==> src/hdl/pidcm_pkg.sv <==
package pidcm_pkg;

	// fixed point format shared by inputs, gains, state and output
	localparam int FRAC_BITS = 8;

	localparam int IN_W      = 24;
	localparam int DATA_IN_W = 2 * IN_W;
	localparam int ERR_W     = IN_W + 1;
	localparam int CERR_W    = 26;
	localparam int DIFF_W    = CERR_W + 1;
	localparam int INTEG_W   = 32;
	localparam int GAIN_W    = 16;
	localparam int OUT_W     = 32;
	localparam int CFG_W     = GAIN_W;
	localparam int REG_IDX_W = 2;

	localparam int PP_W  = GAIN_W + 1 + CERR_W;
	localparam int PI_W  = GAIN_W + 1 + INTEG_W;
	localparam int PD_W  = GAIN_W + 1 + DIFF_W;
	localparam int ACC_W = PI_W + 2;

	typedef enum logic [1:0] {
		MODE_PLAIN = 2'd0,
		MODE_SPEED = 2'd1,
		MODE_ANGLE = 2'd2,
		MODE_LINE  = 2'd3
	} mode_t;

	localparam logic [REG_IDX_W-1:0] REG_MODE   = 2'd0;
	localparam logic [REG_IDX_W-1:0] REG_GAIN_P = 2'd1;
	localparam logic [REG_IDX_W-1:0] REG_GAIN_I = 2'd2;
	localparam logic [REG_IDX_W-1:0] REG_GAIN_D = 2'd3;

	// error thresholds
	localparam logic signed [CERR_W-1:0] ONE_C  = CERR_W'(1 << FRAC_BITS);
	localparam logic signed [CERR_W-1:0] HALF_C = CERR_W'(1 << (FRAC_BITS - 1));
	localparam logic signed [CERR_W-1:0] H180_C = CERR_W'(180 << FRAC_BITS);
	localparam logic signed [ERR_W-1:0]  H180_E = ERR_W'(180 << FRAC_BITS);

	// integral limits, one bit wider than the integral for the add
	localparam int ISUM_W = INTEG_W + 1;
	localparam logic signed [ISUM_W-1:0] L1000_I = ISUM_W'(1000 << FRAC_BITS);
	localparam logic signed [ISUM_W-1:0] L300_I  = ISUM_W'(300 << FRAC_BITS);
	localparam logic signed [ISUM_W-1:0] IMAX_I  = ISUM_W'(64'sd2147483647);
	localparam logic signed [ISUM_W-1:0] IMIN_I  = ISUM_W'(-64'sd2147483648);

	// output saturation
	localparam logic signed [ACC_W-1:0] OMAX_A = ACC_W'(64'sd2147483647);
	localparam logic signed [ACC_W-1:0] OMIN_A = ACC_W'(-64'sd2147483648);

	// angle wrap: a value v >= 0 taken mod (360 << FRAC_BITS) is the integer
	// part mod 360 with the fraction bits kept as they are
	localparam int WRAP_DEG = 360;
	localparam int P360_I   = WRAP_DEG << FRAC_BITS;
	localparam int H180_I   = 180 << FRAC_BITS;
	localparam int WRAP_K   = ((1 << IN_W) + H180_I) / P360_I + 1;
	localparam int WRAP_KP  = WRAP_K * P360_I;
	localparam int V_W      = 26;
	localparam int VH_W     = V_W - FRAC_BITS;
	localparam int SH       = VH_W + 9;
	localparam int RECIP_W  = SH - 7;
	localparam int Q_W      = VH_W - 8;
	localparam int REM_W    = 9;
	localparam longint unsigned RECIP_L =
		((longint'(1) << SH) + longint'(WRAP_DEG - 1)) / longint'(WRAP_DEG);
	localparam logic [RECIP_W-1:0] RECIP = RECIP_W'(RECIP_L);
	localparam logic signed [V_W:0] H180_V = (V_W + 1)'(H180_I);
	localparam logic signed [V_W:0] KP_V   = (V_W + 1)'(WRAP_KP);

endpackage

==> src/hdl/pid_controller_multimode.sv <==
// Positional PID step with four error-conditioning modes, Q.FRAC_BITS fixed point.
// Pipeline: an accepted item passes seven registers, s1 to s6 and the result register.
// One item per cycle unless stalled; integral feedback closes in one stage (add + clamp).
// Stalls: the whole pipeline holds while the result register is full and not taken.
// Reset (arst_n low, asynchronous): config registers, integral and last error go to zero,
// all stages empty.
module pid_controller_multimode import pidcm_pkg::*; (
	input  logic                 clk,
	input  logic                 arst_n,
	input  logic                 cfg_we,
	input  logic [REG_IDX_W-1:0] cfg_index,
	input  logic [CFG_W-1:0]     cfg_data,
	input  logic                 s_tvalid,
	output logic                 s_tready,
	input  logic [DATA_IN_W-1:0] s_tdata,   // [23:0] setpoint, [47:24] measured
	output logic                 m_tvalid,
	input  logic                 m_tready,
	output logic [OUT_W-1:0]     m_tdata    // [31:0] drive
);

	// configuration registers
	mode_t             mode_q;
	logic [GAIN_W-1:0] gain_p_q, gain_i_q, gain_d_q;

	// controller state
	logic signed [INTEG_W-1:0] integ_q;
	logic signed [CERR_W-1:0]  prev_q;

	// stage valids
	logic valid_s1, valid_s2, valid_s3, valid_s4, valid_s5, valid_s6, out_valid_q;
	logic adv;

	// stage payloads
	logic signed [IN_W-1:0]   sp_s1, ms_s1;
	logic signed [ERR_W-1:0]  err_s2;
	logic signed [ERR_W-1:0]  err_s3;
	logic                     hi_s3, lo_s3;
	logic [VH_W-1:0]          vh_s3;
	logic [FRAC_BITS-1:0]     vl_s3;
	logic [Q_W-1:0]           q_s3;
	logic signed [CERR_W-1:0] err_s4;
	logic                     clr_s4;
	logic signed [DIFF_W-1:0] diff_s5;
	logic signed [PP_W-1:0]   pp_s6;
	logic signed [PI_W-1:0]   pi_s6;
	logic signed [PD_W-1:0]   pd_s6;
	logic [OUT_W-1:0]         drive_q;

	// combinational nets
	logic                         hi_c, lo_c;
	logic signed [V_W:0]          v_c;
	logic [VH_W+RECIP_W-1:0]      qprod_c;
	logic [VH_W-1:0]              rem_h_c;
	logic signed [CERR_W-1:0]     wrapped_c, e_raw_c, e_wrap_c, e_c;
	logic                         clr_c;
	logic signed [ISUM_W-1:0]     base_c, isum_c, ilo_c, ihi_c, inext_c;
	logic signed [PP_W-1:0]       pp_c;
	logic signed [PI_W-1:0]       pi_c;
	logic signed [PD_W-1:0]       pd_c;
	logic signed [ACC_W-1:0]      acc_c, accsh_c;
	logic [OUT_W-1:0]             drive_c;

	// one global stall: everything moves when the result register can take an item
	assign adv      = !out_valid_q || m_tready;
	assign s_tready = adv;
	assign m_tvalid = out_valid_q;
	assign m_tdata  = drive_q;

	// configuration writes
	always_ff @(posedge clk or negedge arst_n) begin
		if (!arst_n) begin
			mode_q   <= MODE_PLAIN;
			gain_p_q <= '0;
			gain_i_q <= '0;
			gain_d_q <= '0;
		end else if (cfg_we) begin
			case (cfg_index)
				REG_MODE:   mode_q   <= mode_t'(cfg_data[1:0]);
				REG_GAIN_P: gain_p_q <= cfg_data;
				REG_GAIN_I: gain_i_q <= cfg_data;
				REG_GAIN_D: gain_d_q <= cfg_data;
				default: ;
			endcase
		end
	end

	// valid chain
	always_ff @(posedge clk or negedge arst_n) begin
		if (!arst_n) begin
			valid_s1    <= 1'b0;
			valid_s2    <= 1'b0;
			valid_s3    <= 1'b0;
			valid_s4    <= 1'b0;
			valid_s5    <= 1'b0;
			valid_s6    <= 1'b0;
			out_valid_q <= 1'b0;
		end else if (adv) begin
			valid_s1    <= s_tvalid;
			valid_s2    <= valid_s1;
			valid_s3    <= valid_s2;
			valid_s4    <= valid_s3;
			valid_s5    <= valid_s4;
			valid_s6    <= valid_s5;
			out_valid_q <= valid_s6;
		end
	end

	// s2 -> s3: wrap preparation. Shift err to a non-negative v with the same
	// residue, then estimate the integer part divided by 360 by reciprocal.
	// The reciprocal is wide enough for the quotient to be exact.
	assign hi_c    = err_s2 > H180_E;
	assign lo_c    = err_s2 < -H180_E;
	assign v_c     = (V_W + 1)'(err_s2) + H180_V - $signed((V_W + 1)'(hi_c))
	                 + (lo_c ? KP_V : '0);
	assign qprod_c = v_c[V_W-1:FRAC_BITS] * RECIP;

	// s3 -> s4: remainder and per-mode conditioning
	assign rem_h_c   = vh_s3 - VH_W'(q_s3) * VH_W'(WRAP_DEG);
	assign wrapped_c = $signed(CERR_W'({rem_h_c[REM_W-1:0], vl_s3})) - H180_C
	                   + $signed(CERR_W'(hi_s3));
	assign e_raw_c   = CERR_W'(err_s3);
	assign e_wrap_c  = (hi_s3 || lo_s3) ? wrapped_c : e_raw_c;

	always_comb begin
		e_c   = e_raw_c;
		clr_c = 1'b0;
		case (mode_q)
			MODE_SPEED: begin
				if (e_raw_c < HALF_C && e_raw_c > -HALF_C) e_c = '0;
			end
			MODE_ANGLE: begin
				e_c = e_wrap_c;
				// small angle error: drop it and restart the integral
				if (e_wrap_c > -ONE_C && e_wrap_c < ONE_C) begin
					e_c   = '0;
					clr_c = 1'b1;
				end
			end
			MODE_LINE: begin
				if (e_raw_c < ONE_C && e_raw_c > -ONE_C) e_c = ONE_C;
			end
			default: ;
		endcase
	end

	// s4 -> s5: integral add and clamp; integral and last error are the feedback loops
	always_comb begin
		case (mode_q)
			MODE_SPEED, MODE_LINE: begin
				ilo_c = -L1000_I;
				ihi_c = L1000_I;
			end
			MODE_ANGLE: begin
				ilo_c = -L300_I;
				ihi_c = L300_I;
			end
			default: begin
				ilo_c = IMIN_I;
				ihi_c = IMAX_I;
			end
		endcase
	end

	assign base_c  = clr_s4 ? '0 : ISUM_W'(integ_q);
	assign isum_c  = base_c + ISUM_W'(err_s4);
	assign inext_c = (isum_c < ilo_c) ? ilo_c : ((isum_c > ihi_c) ? ihi_c : isum_c);

	// integral and last error are written as the item enters s5, so while
	// it sits in s5 they hold exactly its values
	always_ff @(posedge clk or negedge arst_n) begin
		if (!arst_n) begin
			integ_q <= '0;
			prev_q  <= '0;
		end else if (valid_s4 && adv) begin
			integ_q <= inext_c[INTEG_W-1:0];
			prev_q  <= err_s4;
		end
	end

	// s5 -> s6: three gain products in parallel
	assign pp_c = $signed({1'b0, gain_p_q}) * prev_q;
	assign pi_c = $signed({1'b0, gain_i_q}) * integ_q;
	assign pd_c = $signed({1'b0, gain_d_q}) * diff_s5;

	// s6 -> out: sum, floor shift, saturate
	assign acc_c   = ACC_W'(pp_s6) + ACC_W'(pi_s6) + ACC_W'(pd_s6);
	assign accsh_c = acc_c >>> FRAC_BITS;
	assign drive_c = (accsh_c > OMAX_A) ? OMAX_A[OUT_W-1:0]
	               : ((accsh_c < OMIN_A) ? OMIN_A[OUT_W-1:0] : accsh_c[OUT_W-1:0]);

	// payload registers
	always_ff @(posedge clk) begin
		if (adv) begin
			sp_s1   <= $signed(s_tdata[IN_W-1:0]);
			ms_s1   <= $signed(s_tdata[DATA_IN_W-1:IN_W]);
			err_s2  <= ERR_W'(sp_s1) - ERR_W'(ms_s1);
			err_s3  <= err_s2;
			hi_s3   <= hi_c;
			lo_s3   <= lo_c;
			vh_s3   <= v_c[V_W-1:FRAC_BITS];
			vl_s3   <= v_c[FRAC_BITS-1:0];
			q_s3    <= qprod_c[SH +: Q_W];
			err_s4  <= e_c;
			clr_s4  <= clr_c;
			diff_s5 <= DIFF_W'(err_s4) - DIFF_W'(prev_q);
			pp_s6   <= pp_c;
			pi_s6   <= pi_c;
			pd_s6   <= pd_c;
			drive_q <= drive_c;
		end
	end

	// the reciprocal quotient must be exact: remainder below 360
	a_rem_exact: assert property (@(posedge clk) disable iff (!arst_n)
		valid_s3 && (hi_s3 || lo_s3) |-> rem_h_c < VH_W'(WRAP_DEG))
		else $error("angle wrap remainder out of range");

	// wrapped angle error lands within +-180
	a_angle_range: assert property (@(posedge clk) disable iff (!arst_n)
		valid_s3 && mode_q == MODE_ANGLE |-> e_c <= H180_C && e_c >= -H180_C)
		else $error("angle error not wrapped");

	// line mode never passes a zero error on
	a_line_nonzero: assert property (@(posedge clk) disable iff (!arst_n)
		valid_s3 && mode_q == MODE_LINE |-> e_c != '0)
		else $error("line mode error is zero");

	// an angle update leaves the integral inside +-300
	a_angle_integ: assert property (@(posedge clk) disable iff (!arst_n)
		valid_s4 && adv && mode_q == MODE_ANGLE |=>
		ISUM_W'(integ_q) <= L300_I && ISUM_W'(integ_q) >= -L300_I)
		else $error("angle integral out of clamp");

endmodule
==> config.mk <==
export PLATFORM = sky130hd
export DESIGN_NAME = pid_controller_multimode
export DESIGN_NICKNAME = d
export VERILOG_FILES = /design/src/hdl/pidcm_pkg.sv /design/src/hdl/pid_controller_multimode.sv
export SDC_FILE = /design/constraint.sdc
export NUM_CORES = 2
export LEC_CHECK = 0
export BUFFER_PORTS_ARGS = -buffer_cell sky130_fd_sc_hd__buf_2
export CORE_MARGIN = 2
export CORE_UTILIZATION = 35
export DETAILED_ROUTE_END_ITERATION = 8
export PLACE_DENSITY_LB_ADDON = 0.12
export RECOVER_POWER = 50
export SLEW_MARGIN = 20
export SYNTH_ARGS = -nofsm -noshare
export SYNTH_HDL_FRONTEND = slang
export SYNTH_SLANG_ARGS = --single-unit
export TNS_END_PERCENT = 50
==> constraint.sdc <==
create_clock -name clk -period 12.75 [get_ports clk]
set_clock_uncertainty 0.05 [all_clocks]
set_input_delay 0.6375 -clock clk [delete_from_list [all_inputs] [get_ports clk]]
set_output_delay 0.6375 -clock clk [all_outputs]
set_load 0.01 [all_outputs]
==> impl_metrics.yaml <==
routing:
  drt_wl_total_um: 213000
  post-route-drc-count: 0
  viasPerCell: 4.81
  dr_total_vias: 53300
  drtAntennaViolNets: 0
  drtIter0Drc: 2711
  wire_per_inst_um: 19.2
  drtPass1Iterations: 5
floorplan:
  core_um2: 222000
  row_count: 173
  io_pins: 105
  start_util: 0.352
  die_area_um2: 227000
  die_h_um: 476
  die_w_um: 476
cts:
  post_cts_buffers: 0
  holdBufCountCts: 18
  htree_levels: 2
  cts_tree: "done"
  cts-resized-gates: 0
  clockBufferDepth: 3
  cts_buffers: 59
  cts_sinks: 458
  clkLatencyLatePin_ns: 0.74
  cts_root_buf: "clkbuf_16"
  path_clk_slew_ns: 0.06
run_status:
  failed_checks: "max-capacitance violations, max-slew violations"
  status: "finished, violations left"
grt:
  grt-ovfl-total: 0
  antenna_found_initial: 6
  grt_pass1_vias: 58400
  grt_max_degree: 159
  grtUsageTotal: 0.194
  grt_pass1_wl_um: 345000
synth:
  ys.flop_type: "edfxtp_1"
  syn_area_per_cell_um2: 9.66
  synth_cell_types: 90
  yosys_warnings: 0
  syn-num-nets: 10300
  synth_area_um2: 78100
  synthArstFlopShare: 0.249
  synth-seq-cells: 458
  synth_top_area_share: 0.371
  yosysSeqAreaShare: 0.169
  synthTopCellsByArea: "fa_1 (37%), edfxtp_1 (13%), ha_1 (11%)"
  synth_largest_area_cell: "fa_1"
  syn_inst: 8088
  synth-edff-count: 344
timing:
  hold_viol: 0
  worst_pin_slew_ns: 5.45
  max_freq_mhz: 93.0
  drv_slew: 374
  slew_headroom: -2.65
  fin_ws_ns: 2.00
  rsz0062_at_grt: "no"
  fin_setup_tns_ns: 0
  period_needed_ns: 10.75
  setup_viol_count_final: 0
  finalCritPeriodShare: 0.843
critical_path:
  cp_common_cell: "ha_1"
  crit_slowest_cell: "a2111oi_0"
  critPathCaptureType: "flip-flop"
  crit_required_ns: 13.10
  worstPathArrival_ns: 11.10
  cp-start-kind: "flip-flop"
  crit_type: "flip-flop to flip-flop"
  critical_path.max_fanout: 5
  cpPeakStageDelay_ns: 0.64
  r2r.worst_path.cells: 42
cells_and_area:
  fin_nets: 10300
  num-fill-cells: 22500
  final_common_cell: "inv_1"
  final_cell_mix: "inv_1 (1,790), fa_1 (1,450), nand2_1 (1,110)"
  syn_to_final_growth_pct: 7.46
  final_layout_size_suffix_gt1_frac: 0.0407
placed_design:
  dp_hpwl_um: 176000
  port-buffer-count: 104
  place_ws_ns: 1.98
  gp_congestion: 0.853
worst_hold_path:
  min_path_cells: 1
  hold_path.class: "primary input to flip-flop"
run:
  cap_viol_max_count: 6
## worst paths after layout
kind | slack, ns | startpoint | end
setup / recovery | 2.00 | err_s2[19] | q_s3[5]
hold / removal | 0.06 | s_tdata[39] | ms_s1[15]
setup reg to reg | 2.00 | err_s2[19] | q_s3[5]
hold reg to reg | 0.41 | valid_s1 | valid_s1
max in group asynchronous | 5.70 | arst_n | gain_p_q[10]
min in group asynchronous | 0.71 | arst_n | integ_q[30]
## sequential cells by signal, indices dropped and copies added, names as in the netlist, 9 cells and up
| register | flops |
|---|---|
| diff_s5 | 27 |
| err_s2 | 25 |
| err_s3 | 25 |
| err_s4 | 25 |
| gain_d_q | 16 |
| gain_i_q | 16 |
| gain_p_q | 16 |
| integ_q | 32 |
| m_tdata | 32 |
| ms_s1 | 24 |
| pd_s6 | 44 |
| pi_s6 | 49 |
| pp_s6 | 43 |
| prev_q | 25 |
| sp_s1 | 24 |
| vh_s3 | 9 |
## final cells by class
cell class                      count  area, um^2  share of cell area
Clock buffer                       70        1580              0.0188
Inverter                         1792        6730              0.0801
Clock inverter                     39         373             0.00444
Timing Repair Buffer              195        1200              0.0143
Tap cell                         2975        3720              0.0443
Multi-Input combinational cell   5558       57200               0.681
Sequential cell                   458       13200               0.157
Antenna cell                        4        10.0            0.000119
## through the flow
step | std cells | area (um^2) | hold WS (ns) | utilization
5_1_grt | 11100 | 84000 | 0.0191 | 0.378
3_3_place_gp | 11000 | 81900 | 0.401 | 0.369
4_1_cts | 11100 | 84000 | 0.000926 | 0.378
3_5_place_dp | 11000 | 81900 | 0.399 | 0.369
2_1_floorplan | 8088 | 78100 | 0.292 | -
6_report | 11100 | 84000 | 0.0615 | 0.378
## routing by layer
metal	GRT usage	vias up	routed length, um	part of all wire
met3	0.0158	162	6530	0.031
met1	0.265	27500	97300	0.46
li1	-	24800	-	-
met4	0.0370	0	4560	0.021
met2	0.338	804	105000	0.49
met5	0	-	0	0
## cell families (layout without fill, tap and decap cells)
family                     Yosys count  count (layout)  synth area share
xor gates and xnor gates           289             289            0.0326
muxes                               80              80            0.0110
other                                0               4                 0
and+or+nand+nor                   2219            2219             0.136
adders and majority gates         2144            2144             0.483
buffers and inverters             2072            2096             0.100
AOI/OAI and AO/OA                  826             826            0.0686
DFF                                458             458             0.169
## cells in the mapped netlist (all sizes together), types with 75 or more instances
cell / count
and2: 541
edfxtp: 344
o21ai: 187
nor2b: 80
nor2: 181
dfrtp: 114
inv: 1791
fa: 1450
xor2: 75
a21o: 96
ha: 694
nand2: 1111
a21oi: 216
clkbuf: 265
xnor2: 213
## worst max-delay path, delay by kind of cell (launching register included)
kind                       cells  cell delay [ns]
adders and majority gates     11             3.85
DFF                            1             0.45
AOI/OAI and AO/OA             14             3.37
xor gates and xnor gates       3             0.86
buffers and inverters          5             0.40
and+or+nand+nor                9             1.42
Power is not shown: default switching activity piles up to over one toggle a cycle in this logic, so the estimate is an artifact.
